==> config.mk <==
export PLATFORM = sky130hd
export DESIGN_NAME = chse_front
export DESIGN_NICKNAME = d
export VERILOG_FILES = /design/src/rtl/chse_pkg.sv /design/src/rtl/chse_front.sv
export SDC_FILE = /design/constraint.sdc
export NUM_CORES = 1
export LEC_CHECK = 0
export ABC_AREA = 1
export BUFFER_PORTS_ARGS = -buffer_cell sky130_fd_sc_hd__buf_2
export CAP_MARGIN = 20
export CELL_PAD_IN_SITES_DETAIL_PLACEMENT = 1
export CELL_PAD_IN_SITES_GLOBAL_PLACEMENT = 2
export CORE_ASPECT_RATIO = 0.5
export CORE_UTILIZATION = 38
export DETAILED_ROUTE_END_ITERATION = 10
export GPL_TIMING_DRIVEN = 0
export MAX_ROUTING_LAYER = met4
export PLACE_DENSITY = 0.87
export SYNTH_ARGS = -nofsm -noshare
export SYNTH_HDL_FRONTEND = slang
export SYNTH_SLANG_ARGS = --single-unit
==> constraint.sdc <==
create_clock -name aclk -period 12.65 [get_ports aclk]
set_clock_uncertainty 0.2 [all_clocks]
set_input_delay 0.6325 -clock aclk [delete_from_list [all_inputs] [get_ports aclk]]
set_output_delay 0.6325 -clock aclk [all_outputs]
set_load 0.01 [all_outputs]
==> src/rtl/chse_pkg.sv <==
// Package: types and constants for the chained hash set engine.
package chse_pkg;

    localparam int KEY_BYTES    = 4;
    localparam int MAX_BUCKETS  = 256;
    localparam int BUCKET_DEPTH = 4;
    localparam int SLOT_TOTAL   = MAX_BUCKETS * BUCKET_DEPTH;
    localparam int BKT_W        = (MAX_BUCKETS > 1) ? $clog2(MAX_BUCKETS) : 1;
    localparam int WAY_W        = (BUCKET_DEPTH > 1) ? $clog2(BUCKET_DEPTH) : 1;
    localparam int CNT_W        = 11;
    localparam int BC_W         = 9;
    localparam int HASH_W       = 64;
    localparam int REM_W        = BKT_W + 1;
    localparam int ROW_W        = BUCKET_DEPTH * 32;
    localparam logic [BC_W-1:0]   BC_RESET  = 9'd256;
    localparam logic [BKT_W:0]    MAX_BKT   = (BKT_W + 1)'(MAX_BUCKETS);

    typedef enum logic [1:0] {
        REQ_ADD    = 2'd0,
        REQ_REMOVE = 2'd1,
        REQ_TEST   = 2'd2,
        REQ_TEST3  = 2'd3
    } req_type_t;

    typedef enum logic [1:0] {
        ST_DONE    = 2'd0,
        ST_PRESENT = 2'd1,
        ST_FULL    = 2'd2,
        ST_RSVD    = 2'd3
    } status_t;

    localparam logic [0:0] ADDR_BUCKET_COUNT = 1'b0;

    typedef struct packed {
        logic [1:0]  req_type;
        logic [31:0] key;
    } req_t;

    typedef struct packed {
        logic [1:0]        status;
        logic              was_present;
        logic [CNT_W-1:0]  key_count;
    } rsp_t;

    // Work item handed from front to back
    typedef struct packed {
        logic [1:0]       req_type;
        logic [31:0]      key;
        logic [BKT_W-1:0] bucket;
    } job_t;

    typedef enum logic [1:0] {
        FS_IDLE = 2'd0,
        FS_DIV  = 2'd1,
        FS_PUSH = 2'd2,
        FS_HASH = 2'd3
    } front_state_t;

    typedef enum logic [2:0] {
        BS_IDLE  = 3'd0,
        BS_READ  = 3'd1,
        BS_EXEC  = 3'd2,
        BS_OUT   = 3'd3,
        BS_CLEAR = 3'd4
    } back_state_t;

endpackage

==> src/rtl/chse_front.sv <==
// Front end: accepts requests, hashes the key and reduces it to a bucket.
module chse_front (
    input  logic                 aclk,
    input  logic                 aresetn,
    input  logic                 s_valid,
    output logic                 s_ready,
    input  chse_pkg::req_t       s_data,
    input  logic [chse_pkg::BC_W-1:0] bucket_count,
    output logic                 job_valid,
    input  logic                 job_ready,
    output chse_pkg::job_t       job
);
    import chse_pkg::*;

    localparam int STEP_W = $clog2(HASH_W + 1);

    front_state_t        state_reg, state_next;
    logic [HASH_W-1:0]   hash_reg, hash_next;
    logic [REM_W-1:0]    rem_reg, rem_next;
    logic [REM_W-1:0]    div_reg, div_next;
    logic [STEP_W-1:0]   step_reg, step_next;
    req_t                req_reg, req_next;
    logic [REM_W:0]      trial;
    logic [BKT_W:0]      bc_sat;
    logic [7:0]          byte_v;
    logic [HASH_W-1:0]   hsum;

    always_comb begin
        if (bucket_count == '0)
            bc_sat = (BKT_W + 1)'(1);
        else if ({{(BKT_W+1 > BC_W ? BKT_W+1-BC_W : 1){1'b0}}, bucket_count} > MAX_BKT)
            bc_sat = MAX_BKT;
        else
            bc_sat = (BKT_W + 1)'(bucket_count);
    end

    always_ff @(posedge aclk) begin
        if (!aresetn) begin
            state_reg <= FS_IDLE;
        end else begin
            state_reg <= state_next;
        end
        hash_reg <= hash_next;
        rem_reg  <= rem_next;
        div_reg  <= div_next;
        step_reg <= step_next;
        req_reg  <= req_next;
    end

    // one key byte per hash round, little-endian; bytes past the key are zero
    assign byte_v = (step_reg < STEP_W'(4)) ? req_reg.key[{step_reg[1:0], 3'b000} +: 8] : 8'd0;
    assign hsum   = hash_reg + {{(HASH_W-8){byte_v[7]}}, byte_v};

    // restoring division, one quotient bit per cycle
    assign trial = {rem_reg, hash_reg[HASH_W-1]};

    always_comb begin
        state_next = state_reg;
        hash_next  = hash_reg;
        rem_next   = rem_reg;
        div_next   = div_reg;
        step_next  = step_reg;
        req_next   = req_reg;
        s_ready    = 1'b0;
        job_valid  = 1'b0;
        unique case (state_reg)
            FS_IDLE: begin
                s_ready = 1'b1;
                if (s_valid) begin
                    req_next   = s_data;
                    hash_next  = '0;
                    rem_next   = '0;
                    div_next   = REM_W'(bc_sat);
                    step_next  = '0;
                    state_next = FS_HASH;
                end
            end
            FS_HASH: begin
                // times 31 as shift and subtract
                hash_next = (hsum << 5) - hsum;
                step_next = step_reg + 1'b1;
                if (step_reg == STEP_W'(KEY_BYTES - 1)) begin
                    step_next  = '0;
                    state_next = FS_DIV;
                end
            end
            FS_DIV: begin
                if (trial >= {1'b0, div_reg})
                    rem_next = REM_W'(trial - {1'b0, div_reg});
                else
                    rem_next = trial[REM_W-1:0];
                hash_next = {hash_reg[HASH_W-2:0], 1'b0};
                step_next = step_reg + 1'b1;
                if (step_reg == STEP_W'(HASH_W - 1))
                    state_next = FS_PUSH;
            end
            FS_PUSH: begin
                job_valid = 1'b1;
                if (job_ready)
                    state_next = FS_IDLE;
            end
            default: state_next = FS_IDLE;
        endcase
    end

    assign job.req_type = req_reg.req_type;
    assign job.key      = req_reg.key;
    assign job.bucket   = rem_reg[BKT_W-1:0];
endmodule

==> out/metrics.csv <==
metric;value;unit
Netlist cell types;61;
Area contributors post-synth;edfxtp_1 27%, nand2_1 12%, ha_1 7.9%;
Startpoint Class;register;
Top Layer Used;met4;
most frequent cell after synthesis;nand2_1;
min Tclk post-route;7.25;ns
Pre-antenna DRT Iters;4;
Final Hold Fails;0;
post-synthesis xor/xnor area fraction;6.11;%
largest net degree at the start of global routing;44;
initial antenna violation count;2;
ANT cells;0;
initial core utilization;39.1;%
CTS buffer count;17;
ys flop type;edfxtp_1;
cell area after synthesis;13600;um2
Final Max Tran Viols;0;
vias in the first global route;14000;
setup tns final;0;ns
Compound-Gate Fraction of Synth Area;18.8;%
WL met1;22.3;mm
Sequential Area;3730;um2
die area;36600;um2
Slowest-stage cell, CP;o311ai_0;
Tot GR Track Use;27.5;%
Antenna Nets Post-Route;0;
largest family of logic cells by synthesized area;simple AND/OR/NAND/NOR gates;
Req. time, crit path;12.66;ns
area leader, netlist;edfxtp_1;
most frequent cells after synthesis;438 x nand2_1, 271 x inv_1, 213 x nor2_1, 152 x a21oi_1, 126 x o21ai_0;
DR WL/cell;18.8;um
H-tree depth;4;
Mean Syn Cell Area;6.88;um2
postcts setup bufs;0;
clock-pin slew on the worst setup and hold paths;0.07;ns
Worst path max stage delay;0.80;ns
port bufs;90;
GP Congestion;0.920;
Hold Path Sink;job[14]$_DFFE_PP_;
number of synthesized flops with an enable pin;123;
kind of cell adding the most delay to the critical path;simple AND/OR/NAND/NOR gates;
WS Path Type;register to register;
R2R cell count;36;
RSZ-0062 raised after global routing;no;
Hold Crit Class;input pin to register;
max FFs per register;64;
Area Overhead vs Synth;12.4;%
HP Start;s_data[6];
CTS resizes;0;
hpwl dp;40.5;mm
Root Driver;clkbuf_16;
Slew headroom;35.1;%
final setup vio count;0;
adder-cell share of the synthesized area;8.20;%
Synth async-reset ratio;0;%
routed wl met3;1.56;mm
via count;13700;
Die Width;270;um
sequential-to-total area share from yosys stat;27.4;%
cell count after synthesis;1979;
fraction of layout cells with a size suffix above 1;13.2;%
crit path max fanout;10;
final worst-path cycle share;57.3;%
I/O Pins;91;
CORE AREA;34800;um2
CP dominant cell by count;nand2_1;
hold depth;1;
Worst-Skew Late Latency;0.45;ns
DR iter-0 viols;851;
Achievable Freq;0.138;GHz
multiplexer share of the synthesized area;0;%
Slew @ Worst Pin;0.973;ns
# clock sinks;125;
Yosys warnings;0;
#FFs+latches synth;125;
status;finished, final reports clean;
worst reg2reg setup slack;5.40;ns
CTS tree;built;
WP depth;36;
area share of the largest cell type after synthesis;27.1;%
Critical Path AT;7.25;ns
clk buf depth;2;
Buf/Inv on CP;6;
Max Cap Violations;0;
drt total wl;48.6;mm
total gr overflow;0;
routed wl met2;23.4;mm
Filler Cell Count;4574;
Mapped Nets;2114;
nets;2227;
DRC;0;
die height;136;um
RR Startpoint;step_reg[0]$_DFFE_PP_;
row count;48;
FF-to-FF End;hash_reg[59]$_DFFE_PP_;
Critical Path End Type;register;
first-pass GRT wire length;75.7;mm
Multi-input gate area;8480;um2
synthesized-area fraction occupied by and/or/nand/nor cells;29.2;%
Post-CTS Hold Buffers;0;
Vias/cell;5.32;
## worst max path at each step
stage / from / to
after floorplan: step_reg[0]$_DFFE_PP_ / hash_reg[59]$_DFFE_PP_
after global placement: step_reg[0]$_DFFE_PP_ / hash_reg[59]$_DFFE_PP_
after detailed placement: step_reg[0]$_DFFE_PP_ / hash_reg[59]$_DFFE_PP_
after CTS: step_reg[0]$_DFFE_PP_ / hash_reg[59]$_DFFE_PP_
after global routing: step_reg[0]$_DFFE_PP_ / hash_reg[59]$_DFFE_PP_
final: step_reg[0]$_DFFE_PP_ / hash_reg[59]$_DFFE_PP_
## final cells by class
| type | count | share of cell area, % |
|---|---|---|
| clock buffer | 17 | 2.78 |
| inverter | 295 | 7.27 |
| timing repair buffer | 94 | 3.33 |
| multi-input combinational | 1514 | 55.5 |
| tap | 475 | 3.89 |
| buffer | 45 | 1.88 |
| clock inverter | 15 | 0.974 |
| sequential | 125 | 24.4 |
## placed cells by master (no fill, tap or decap), drive strengths merged, types with 3 or more instances in the layout
cell type and count:
nor4 7, nand4 16, o21ai 148, a31oi 11, a211oi 6, inv 302
o221ai 3, a21boi 3, o211ai 6, o21bai 7, o21a 8, nand2 479
xnor2 17, nor3 19, a31o 3, buf 122, ha 86, nor2 238
a21o 4, edfxtp 123, o22ai 19, clkinv 7, nand3b 8, o41ai 43
a21oi 157, and2 5, xor2 77, o31ai 5, nand3 119, clkbuf 33
or2 7
## layer usage
metal  global-route usage [%]  vias to the layer above
met5                        -                        -
met1                     33.2                     6485
li1                         -                     6900
met4                     8.74                        0
met2                     48.1                      263
met3                     3.37                       70
## cell families (layout without fill, tap and decap cells)
kind of cell,after synthesis,after routing
DFF,125,125
xor gates and xnor gates,94,94
buffers and inverters,340,466
AOI/OAI and AO/OA,432,432
adders and majority gates,88,88
and+or+nand+nor,900,900
## through the flow
step	hold slack, ns	area (um2)	instances	util [%]	setup WS (ns)
6_report	0.147	15300	2580	43.9	5.40
5_1_grt	0.131	15300	2580	43.9	4.79
3_5_place_dp	0.345	14700	2548	42.3	5.43
4_1_cts	0.132	15300	2580	43.9	5.39
3_3_place_gp	0.353	14700	2544	42.1	5.30
2_1_floorplan	0.304	13600	1979	-	7.40
Power is left out: the tool's default activity adds up to more than one toggle a clock period on the data nets, which glitch-free logic cannot reach.
