[config.mk]
export PLATFORM = sky130hd
export DESIGN_NAME = chse_queue
export DESIGN_NICKNAME = d
export VERILOG_FILES = /design/src/rtl/chse_pkg.sv /design/src/rtl/chse_queue.sv
export SDC_FILE = /design/constraint.sdc
export NUM_CORES = 1
export LEC_CHECK = 0
export BUFFER_PORTS_ARGS = -buffer_cell sky130_fd_sc_hd__buf_2
export CAP_MARGIN = 30
export CORE_UTILIZATION = 40
export CTS_CLUSTER_SIZE = 10
export DETAILED_ROUTE_END_ITERATION = 7
export SLEW_MARGIN = 15
export SYNTH_ARGS = -nofsm -noshare
export SYNTH_HDL_FRONTEND = slang
export SYNTH_SLANG_ARGS = --single-unit
[constraint.sdc]
create_clock -name aclk -period 3.86 [get_ports aclk]
set_clock_uncertainty 0.05 [all_clocks]
set_input_delay 1.158 -clock aclk [delete_from_list [all_inputs] [get_ports aclk]]
set_output_delay 1.158 -clock aclk [all_outputs]
set_load 0.05 [all_outputs]
[src/rtl/chse_pkg.sv]
// Package: types and constants for the chained hash set engine.
package chse_pkg;

    localparam int KEY_BYTES    = 4;
    localparam int MAX_BUCKETS  = 256;
    localparam int BUCKET_DEPTH = 4;
    localparam int SLOT_TOTAL   = MAX_BUCKETS * BUCKET_DEPTH;
    localparam int BKT_W        = (MAX_BUCKETS > 1) ? $clog2(MAX_BUCKETS) : 1;
    localparam int WAY_W        = (BUCKET_DEPTH > 1) ? $clog2(BUCKET_DEPTH) : 1;
    localparam int CNT_W        = 11;
    localparam int BC_W         = 9;
    localparam int HASH_W       = 64;
    localparam int REM_W        = BKT_W + 1;
    localparam int ROW_W        = BUCKET_DEPTH * 32;
    localparam logic [BC_W-1:0]   BC_RESET  = 9'd256;
    localparam logic [BKT_W:0]    MAX_BKT   = (BKT_W + 1)'(MAX_BUCKETS);

    typedef enum logic [1:0] {
        REQ_ADD    = 2'd0,
        REQ_REMOVE = 2'd1,
        REQ_TEST   = 2'd2,
        REQ_TEST3  = 2'd3
    } req_type_t;

    typedef enum logic [1:0] {
        ST_DONE    = 2'd0,
        ST_PRESENT = 2'd1,
        ST_FULL    = 2'd2,
        ST_RSVD    = 2'd3
    } status_t;

    localparam logic [0:0] ADDR_BUCKET_COUNT = 1'b0;

    typedef struct packed {
        logic [1:0]  req_type;
        logic [31:0] key;
    } req_t;

    typedef struct packed {
        logic [1:0]        status;
        logic              was_present;
        logic [CNT_W-1:0]  key_count;
    } rsp_t;

    // Work item handed from front to back
    typedef struct packed {
        logic [1:0]       req_type;
        logic [31:0]      key;
        logic [BKT_W-1:0] bucket;
    } job_t;

    typedef enum logic [1:0] {
        FS_IDLE = 2'd0,
        FS_DIV  = 2'd1,
        FS_PUSH = 2'd2,
        FS_HASH = 2'd3
    } front_state_t;

    typedef enum logic [2:0] {
        BS_IDLE  = 3'd0,
        BS_READ  = 3'd1,
        BS_EXEC  = 3'd2,
        BS_OUT   = 3'd3,
        BS_CLEAR = 3'd4
    } back_state_t;

endpackage

[src/rtl/chse_queue.sv]
// Two-entry queue between front and back.
module chse_queue (
    input  logic           aclk,
    input  logic           aresetn,
    input  logic           in_valid,
    output logic           in_ready,
    input  chse_pkg::job_t in_job,
    output logic           out_valid,
    input  logic           out_ready,
    output chse_pkg::job_t out_job
);
    import chse_pkg::*;

    job_t       mem_reg [2];
    logic       wptr_reg, rptr_reg;
    logic [1:0] cnt_reg;
    logic       push, pop;

    assign in_ready  = (cnt_reg != 2'd2);
    assign out_valid = (cnt_reg != 2'd0);
    assign push      = in_valid && in_ready;
    assign pop       = out_valid && out_ready;
    assign out_job   = mem_reg[rptr_reg];

    always_ff @(posedge aclk) begin
        if (!aresetn) begin
            wptr_reg <= 1'b0;
            rptr_reg <= 1'b0;
            cnt_reg  <= 2'd0;
        end else begin
            if (push) wptr_reg <= ~wptr_reg;
            if (pop)  rptr_reg <= ~rptr_reg;
            cnt_reg <= cnt_reg + {1'b0, push} - {1'b0, pop};
        end
        if (push) mem_reg[wptr_reg] <= in_job;
    end
endmodule

==> impl_metrics.env, run 1 <==
export IMPL_run_status="finished, final reports clean"
export IMPL_grt_first_pass_wirelength_mm=8.64
export IMPL_die_h_um=95.2
export IMPL_peakVddDrop_uv=293
export IMPL_clk_path_buf_depth=2
export IMPL_worst_skew_pair_latency_ns=0.33
export IMPL_ioPinCount=90
export IMPL_rsz_0062_raised_after_global_routing="no"
export IMPL_grt_met1_usage_pct=15.0
export IMPL_max_cap_violations=0
export IMPL_synthesis_nets=203
export IMPL_routed_via_count=1701
export IMPL_yosysMostFrequentCell="edfxtp_1"
export IMPL_vias_per_cell=4.69
export IMPL_max_slew_margin_pct=53.2
export IMPL_die_footprint_um2=9060
export IMPL_p_leak_nw=1.65
export IMPL_total_congestion_overflow_after_global_routing=0
export IMPL_multiInputGateArea_um2=763
export IMPL_cts_made_buffers=9
export IMPL_cts_tree="done"
export IMPL_crit_required_ns=2.65
export IMPL_largest_reg_flops=84
export IMPL_synth_cells=155
export IMPL_synth_sequential_area_ratio_pct=75.5
export IMPL_met3_usage_pct=2.71
export IMPL_timing_reg2reg_worst_path_depth=4
export IMPL_grt_use_met2_pct=23.4
export IMPL_syn_area_um2=3470
export IMPL_worstMarginPinSlew_ns=0.700
export IMPL_setup_tns_final_ns=0
export IMPL_number_of_pins_with_negative_max_slew_slack_in_the_final_report=0
export IMPL_post_drt_wl_per_cell_um=15.5
export IMPL_yosys_register_bits=89
export IMPL_regArea_um2=2620
export IMPL_end_kind="primary output"
export IMPL_filler_cell_count=729
export IMPL_antenna_left=0
export IMPL_cts_root_buffer="clkbuf_8"
export IMPL_post_cts_buffers=0
export IMPL_diodes=0
export IMPL_min_path_cells=2
export IMPL_final_layout_size_suffix_gt1_share_pct=59.3
export IMPL_setup_viol=0
export IMPL_power_density_nw_per_um2=717
export IMPL_hold_slack_ns=0.474
export IMPL_crit_type="reg -> out"
export IMPL_chipWidth_um=95.2
export IMPL_port_buffer_count=89
export IMPL_critPathArrivalTime_ns=1.94
export IMPL_post_synth_top_area_cell="edfxtp_1"
export IMPL_synth_top_cells_by_area="edfxtp_1, mux2_4, dfxtp_1"
export IMPL_syn_area_per_cell_um2=22.4
export IMPL_groute_usage_overall_pct=13.3
export IMPL_finalWeightedCongestion=0.672
export IMPL_grt_antenna_before_repair=0
export IMPL_hold_path_class="reg -> reg"
export IMPL_synth_cell_type_count=18
export IMPL_placement_rows=33
export IMPL_number_of_global_route_vias_before_repair=1770
export IMPL_start_util_pct=41.8
export IMPL_synth_commonest_cells="edfxtp_1, mux2_4, dfxtp_1, buf_12, xnor2_1"
export IMPL_hpwlAfterDp_mm=3.95
export IMPL_clock_sinks=89
export IMPL_clk_pin_slew_worst_paths_ns=0.08
export IMPL_core_um2=8300
export IMPL_timing_hold_violations_final=0
export IMPL_ys_async_sr_fraction_pct=0
export IMPL_num_nets_final=303
export IMPL_cts_hold_fix_buffers=0
export IMPL_drt_iter0_markers=69
export IMPL_htree_levels=3
export IMPL_drt_first_pass_iters=4
export IMPL_finalCriticalPeriod_ns=3.15
export IMPL_synth_edf_count=84
export IMPL_drc=0
export IMPL_p_total_mw=3.00
export IMPL_postCtsResizedCells=0
export IMPL_maximum_number_of_pins_on_one_net_before_global_route_repair=29
export IMPL_postRouteWirelength_mm=5.63
export IMPL_postSynth_topFlopCell="edfxtp_1"
export IMPL_grt_busiest_layer="met2"
export IMPL_clock_fmax_mhz=317
export IMPL_critical_path_startpoint_type="flop"
export IMPL_layout_area_overhead_vs_synth_pct=20.7
export IMPL_ys_warnings_count=0
export IMPL_area_share_of_the_leading_cell_type_in_the_synthesized_netlist_pct=72.6
export IMPL_min_period_over_period_pct=81.6
export IMPL_critPathMaxFanout=18
-- stage by stage --
step / std cells / setup WS [ns] / utilization, % / area (µm²)
floorplan: 155 / 0.324 / - / 3470
global placement: 349 / 1.05 / 48.4 / 4020
detailed placement: 349 / 1.04 / 48.4 / 4020
CTS: 363 / 0.659 / 50.5 / 4190
global route: 363 / 0.616 / 50.5 / 4190
finish: 363 / 0.710 / 50.5 / 4190
-- layout by cell type (no fill, tap or decap), types with 2 or more instances in the layout --
master     n
nor2b_1    2
buf_2     89
mux2_2     2
edfxtp_1  84
nand2b_1   2
mux2_4    40
buf_4      4
ha_1       2
dfxtp_1    4
xnor2_1    3
nand2_1    2
clkbuf_8   9
and2_1     2
-- power by group --
group          switching [mW]  internal (mW)
clock network           0.292          0.289
registers              0.0739           1.21
logic                   0.745          0.390
-- metal layers --
metal | part of all wire (%) | wire, µm | vias to the layer above
li1 | - | - | 797
met3 | 4.7 | 265 | 9
met4 | 1.9 | 108 | 0
met2 | 54 | 3030 | 49
met1 | 40 | 2230 | 846
met5 | 0 | 0 | -
-- layout make-up --
type	instances	area share [%]
flip-flops and latches	89	62.6
repair buffers	94	11.8
well taps	105	3.13
clock buffers	10	3.04
inverters	1	0.0896
multi-input cells	60	18.2
clock inverters	4	1.10
-- worst max-delay path: stages (launching register included) --
cell and delay, ns:
dfxtp_2 0.73, buf_4 0.34, mux2_4 0.32, buf_2 0.21
-- worst paths after layout --
| path | startpoint | endpoint | slack, ns |
|---|---|---|---|
| setup / recovery | flop | out_job[30] | 0.71 |
| hold / removal | wptr_reg | wptr_reg | 0.47 |
| setup reg to reg | cnt_reg[0] | mem_reg[0][24] | 1.93 |
| hold reg to reg | wptr_reg | wptr_reg | 0.47 |
-- logic make-up (layout without fill, tap and decap cells) --
kind of cell,Yosys count,count (layout),share of synthesized area [%]
flops,89,89,75.5
mux,43,43,18.2
simple gates,11,11,1.77
buf+inv,6,109,2.74
xor+xnor,3,3,0.757
fa+ha+maj,2,2,0.721
compound gates,1,1,0.252
(Power assumes the default switching activity.)
==> inputs of run 2 (changes only) <==
Settings changed: PLACE_DENSITY from default to 0.66.
Clock period 3.86 ns to 2.5 ns, I/O delays scaled along.
==> impl_metrics.env, run 2 (same netlist as run 1, synthesis figures left out) <==
export IMPL_ioPinCount=90
export IMPL_grt_first_pass_wirelength_mm=8.00
export IMPL_postCtsResizedCells=0
export IMPL_max_stage_delay_ns=0.37
export IMPL_critPathArrivalTime_ns=1.61
export IMPL_start_util_pct=41.8
export IMPL_final_layout_size_suffix_gt1_share_pct=59.5
export IMPL_die_footprint_um2=9060
export IMPL_end_kind="primary output"
export IMPL_setup_tns_final_ns=0
export IMPL_largest_reg_flops=84
export IMPL_routed_via_count=1648
export IMPL_crit_buf_inv=2
export IMPL_multiInputGateArea_um2=763
export IMPL_max_cap_violations=0
export IMPL_core_um2=8300
export IMPL_die_h_um=95.2
export IMPL_cts_made_buffers=9
export IMPL_groute_usage_overall_pct=12.5
export IMPL_postRouteWirelength_mm=5.58
export IMPL_p_leak_nw=1.66
export IMPL_route_layer_met1_wl_mm=2.17
export IMPL_peakVddDrop_uv=747
export IMPL_clk_path_buf_depth=2
export IMPL_critPathMaxFanout=42
export IMPL_max_slew_margin_pct=72.2
export IMPL_timing_hold_violations_final=0
export IMPL_post_cts_buffers=0
export IMPL_rsz_0062_raised_after_global_routing="no"
export IMPL_cts_tree="done"
export IMPL_antenna_left=0
export IMPL_cts_root_buffer="clkbuf_8"
export IMPL_finalCriticalPeriod_ns=2.41
export IMPL_path_cells="buf_12 > mux2_2 > buf_2"
export IMPL_regArea_um2=2620
export IMPL_number_of_global_route_vias_before_repair=1671
export IMPL_clock_sinks=89
export IMPL_htree_levels=3
export IMPL_crit_required_ns=1.70
export IMPL_route_met3_wl_um=471
export IMPL_layout_commonest_cell="buf_2"
export IMPL_finalWeightedCongestion=0.679
export IMPL_critical_path_startpoint_type="flop"
export IMPL_drt_first_pass_iters=4
export IMPL_dr_max_layer_used="met4"
export IMPL_port_buffer_count=89
export IMPL_hold_slack_ns=0.473
export IMPL_crit_type="reg -> out"
export IMPL_p_total_mw=4.71
export IMPL_placement_rows=33
export IMPL_run_status="finished, final reports clean"
export IMPL_num_nets_final=302
export IMPL_power_density_nw_per_um2=1110
export IMPL_met2RoutedLength_mm=2.84
export IMPL_min_period_over_period_pct=96.3
export IMPL_clock_fmax_mhz=415
export IMPL_vias_per_cell=4.52
export IMPL_hpwlAfterDp_mm=3.71
export IMPL_post_drt_wl_per_cell_um=15.3
export IMPL_number_of_pins_with_negative_max_slew_slack_in_the_final_report=0
export IMPL_worst_path_dominant_cell_family="buffers and inverters"
export IMPL_worst_skew_pair_latency_ns=0.34
export IMPL_worstMarginPinSlew_ns=0.417
export IMPL_clk_pin_slew_worst_paths_ns=0.08
export IMPL_grt_antenna_before_repair=0
export IMPL_chipWidth_um=95.2
export IMPL_hold_path_class="reg -> reg"
export IMPL_maximum_number_of_pins_on_one_net_before_global_route_repair=43
export IMPL_setup_viol=0
export IMPL_fin_util_pct=51.0
export IMPL_total_congestion_overflow_after_global_routing=0
export IMPL_cts_hold_fix_buffers=0
export IMPL_layout_area_overhead_vs_synth_pct=21.9
export IMPL_final_cell_mix="buf_2, edfxtp_1, mux2_4, clkbuf_8, dfxtp_1"
export IMPL_drt_iter0_markers=37
export IMPL_cp_slowest_cell="mux2_2"
export IMPL_drc=0
export IMPL_filler_cell_count=709
-- run 2: worst reg2reg max path, cell delays in order (launching register included) --
cell      delay [ns]
dfxtp_1         0.38
nand2b_1        0.15
nand2_1         0.14
ha_1            0.31
inv_1           0.04
ha_1            0.18
xnor2_1         0.13
xnor2_1         0.12
and2_1          0.14
-- run 2: routing by layer --
metal  GRT usage, %  up-vias
met5              0        -
met2           21.4       63
li1               -      794
met3           3.91        9
met1           13.9      782
met4           6.44        0
-- run 2: area by class of cell --
type                            count  area share, %
Antenna cell                        1         0.0591
Clock buffer                        9           2.93
Clock inverter                      7           1.66
Inverter                            1         0.0887
Multi-Input combinational cell     60           18.0
Sequential cell                    89           62.0
Tap cell                          105           3.10
Timing Repair Buffer               93           12.1
-- run 2: where the power goes --
| group | internal [mW] | total [mW] | leakage (nW) | switching (mW) |
|---|---|---|---|---|
| registers | 1.87 | 1.94 | 0.827 | 0.0651 |
| logic | 0.611 | 1.82 | 0.741 | 1.21 |
| clock network | 0.460 | 0.951 | 0.0909 | 0.491 |
| total | 2.94 | 4.71 | 1.66 | 1.76 |
-- run 2: worst paths after layout --
kind,from,end,slack (ns),cells past startpoint
setup / recovery,flop,out_job[0],0.09,3
hold / removal,wptr_reg,wptr_reg,0.47,2
setup reg to reg,cnt_reg[0],cnt_reg[1],0.77,8
hold reg to reg,wptr_reg,wptr_reg,0.47,2
-- run 2: stage by stage --
| stage | std cells | cell area [µm²] | setup WS (ns) |
|---|---|---|---|
| after CTS | 364 | 4230 | 0.0789 |
| after floorplan | 155 | 3480 | 0.0870 |
| final | 365 | 4230 | 0.0921 |
| after global placement | 348 | 4040 | 0.476 |
| after detailed placement | 348 | 4040 | 0.455 |
| after global routing | 364 | 4230 | 0.0580 |
==> inputs of run 3 (changes only) <==
Settings changed: MAX_ROUTING_LAYER from default to met4.
==> impl_metrics.env, run 3 (same netlist as run 1, synthesis figures left out) <==
export IMPL_run_status="finished, final reports clean"
export IMPL_number_of_global_route_vias_before_repair=1677
export IMPL_max_slew_margin_pct=72.2
export IMPL_worst_skew_pair_latency_ns=0.34
export IMPL_drc=0
export IMPL_cts_tree="done"
export IMPL_netSwitchingFraction_pct=37.5
export IMPL_timing_reg2reg_worst_path_depth=8
export IMPL_switchingPower_mw=1.76
export IMPL_min_delay_endpoint="wptr_reg"
export IMPL_crit_required_ns=1.70
export IMPL_final_cell_mix="buf_2, edfxtp_1, mux2_4, clkbuf_8, dfxtp_1"
export IMPL_grt_antenna_before_repair=0
export IMPL_antenna_left=0
export IMPL_clk_pin_slew_worst_paths_ns=0.08
export IMPL_port_buffer_count=89
export IMPL_drt_first_pass_iters=4
export IMPL_grt_first_pass_wirelength_mm=7.98
export IMPL_min_period_over_period_pct=96.3
export IMPL_timing_hold_violations_final=0
export IMPL_rr_endpoint="cnt_reg[1]"
export IMPL_final_layout_size_suffix_gt1_share_pct=59.5
export IMPL_setup_viol=0
export IMPL_min_path_cells=2
export IMPL_end_kind="primary output"
export IMPL_grt_busiest_layer="met2"
export IMPL_num_nets_final=302
export IMPL_hpwlAfterDp_mm=3.71
export IMPL_rsz_0062_raised_after_global_routing="no"
export IMPL_routed_via_count=1653
export IMPL_postCtsResizedCells=0
export IMPL_die_footprint_um2=9060
export IMPL_regArea_um2=2620
export IMPL_sequential_group_share_of_total_power_pct=41.1
export IMPL_start_util_pct=41.8
export IMPL_crit_reg2reg_launch="cnt_reg[0]"
export IMPL_cts_made_buffers=9
export IMPL_cell_internal_power_dissipation_mw=2.94
export IMPL_max_cap_violations=0
export IMPL_clock_fmax_mhz=415
export IMPL_placement_rows=33
export IMPL_post_cts_buffers=0
export IMPL_crit_type="reg -> out"
export IMPL_critPathArrivalTime_ns=1.61
export IMPL_maximum_number_of_pins_on_one_net_before_global_route_repair=43
export IMPL_worstMarginPinSlew_ns=0.417
export IMPL_clk_path_buf_depth=2
export IMPL_die_h_um=95.2
export IMPL_finalWeightedCongestion=0.686
export IMPL_critical_path_startpoint_type="flop"
export IMPL_largest_reg_flops=84
export IMPL_p_leak_nw=1.66
export IMPL_finalCriticalPeriod_ns=2.41
export IMPL_placement_cell_area_um2=4040
export IMPL_layout_commonest_cell="buf_2"
export IMPL_hold_path_class="reg -> reg"
export IMPL_clock_sinks=89
export IMPL_grt_use_met2_pct=21.4
export IMPL_layout_area_overhead_vs_synth_pct=21.9
export IMPL_htree_levels=3
export IMPL_vias_per_cell=4.53
export IMPL_ff2ff_setup_slack_ns=0.77
export IMPL_fin_area_um2=4230
export IMPL_share_clk_of_total_power_pct=20.2
export IMPL_setup_tns_final_ns=0
export IMPL_filler_cell_count=709
export IMPL_peakVddDrop_uv=748
export IMPL_met3_usage_pct=3.59
export IMPL_cts_hold_fix_buffers=0
export IMPL_postRouteWirelength_mm=5.57
export IMPL_share_comb_of_total_power_pct=38.7
export IMPL_ioPinCount=90
export IMPL_groute_usage_overall_pct=12.8
export IMPL_chipWidth_um=95.2
export IMPL_post_drt_wl_per_cell_um=15.3
export IMPL_drt_iter0_markers=36
export IMPL_total_congestion_overflow_after_global_routing=0
export IMPL_core_um2=8300
export IMPL_multiInputGateArea_um2=763
export IMPL_grt_met1_usage_pct=14.0
export IMPL_cts_root_buffer="clkbuf_8"
export IMPL_worst_hold_startpoint="wptr_reg"
export IMPL_power_density_nw_per_um2=1110
export IMPL_critPathMaxFanout=42
export IMPL_number_of_pins_with_negative_max_slew_slack_in_the_final_report=0
==> run 3: cell counts in the layout (fill, tap and decap cells not counted) <==
Identical to the previous run, type by type.
==> run 3: how the worst max path moves through the flow <==
| stage | start | slack (ns) | depth (start not counted) | endpoint |
|---|---|---|---|---|
| floorplan | cnt_reg[0] | 0.09 | 2 | mem_reg[1][0] |
| global placement | flop | 0.48 | 3 | out_job[0] |
| detailed placement | in_valid | 0.46 | 8 | cnt_reg[1] |
| CTS | flop | 0.08 | 3 | out_job[41] |
| global route | flop | 0.06 | 3 | out_job[0] |
| finish | flop | 0.09 | 3 | out_job[0] |
==> run 3: area by class of cell <==
| cell class | count | area share [%] |
|---|---|---|
| repair buffers | 93 | 12.1 |
| multi-input cells | 60 | 18.0 |
| clock inverters | 7 | 1.66 |
| inverters | 1 | 0.0887 |
| flip-flops and latches | 89 | 62.0 |
| diodes | 1 | 0.0591 |
| clock buffers | 9 | 2.93 |
| well taps | 105 | 3.10 |
==> run 3: power groups by stage <==
stage               Sequential (mW)  Combinational [mW]  Clock, mW
CTS                            1.94                1.85      0.979
global route                   1.95                1.92       1.04
floorplan                      1.95                1.57          0
finish                         1.94                1.82      0.951
global placement               1.96                1.84          0
detailed placement             1.98                1.84          0
==> run 3: critical path: stages (launching register included) <==
cell,delay (ns)
dfxtp_2,0.35
buf_12,0.27
mux2_2,0.37
buf_2,0.21
==> run 3: metrics by stage <==
stage	setup slack [ns]	power (mW)	hold WS, ns	std cells	util (%)
3_3_place_gp	0.476	3.80	0.454	348	48.6
3_5_place_dp	0.455	3.82	0.465	348	48.6
6_report	0.0920	4.71	0.471	365	51.0
4_1_cts	0.0789	4.77	0.477	364	51.0
5_1_grt	0.0580	4.91	0.508	364	51.0
2_1_floorplan	0.0870	3.52	0.438	155	-
==> run 3: per-layer routing <==
| layer | part of all wire [%] | routed length, µm | vias up |
|---|---|---|---|
| li1 | - | - | 796 |
| met1 | 39 | 2170 | 788 |
| met2 | 51 | 2850 | 60 |
| met3 | 8.1 | 452 | 9 |
| met4 | 1.8 | 99 | 0 |
| met5 | 0 | 0 | - |
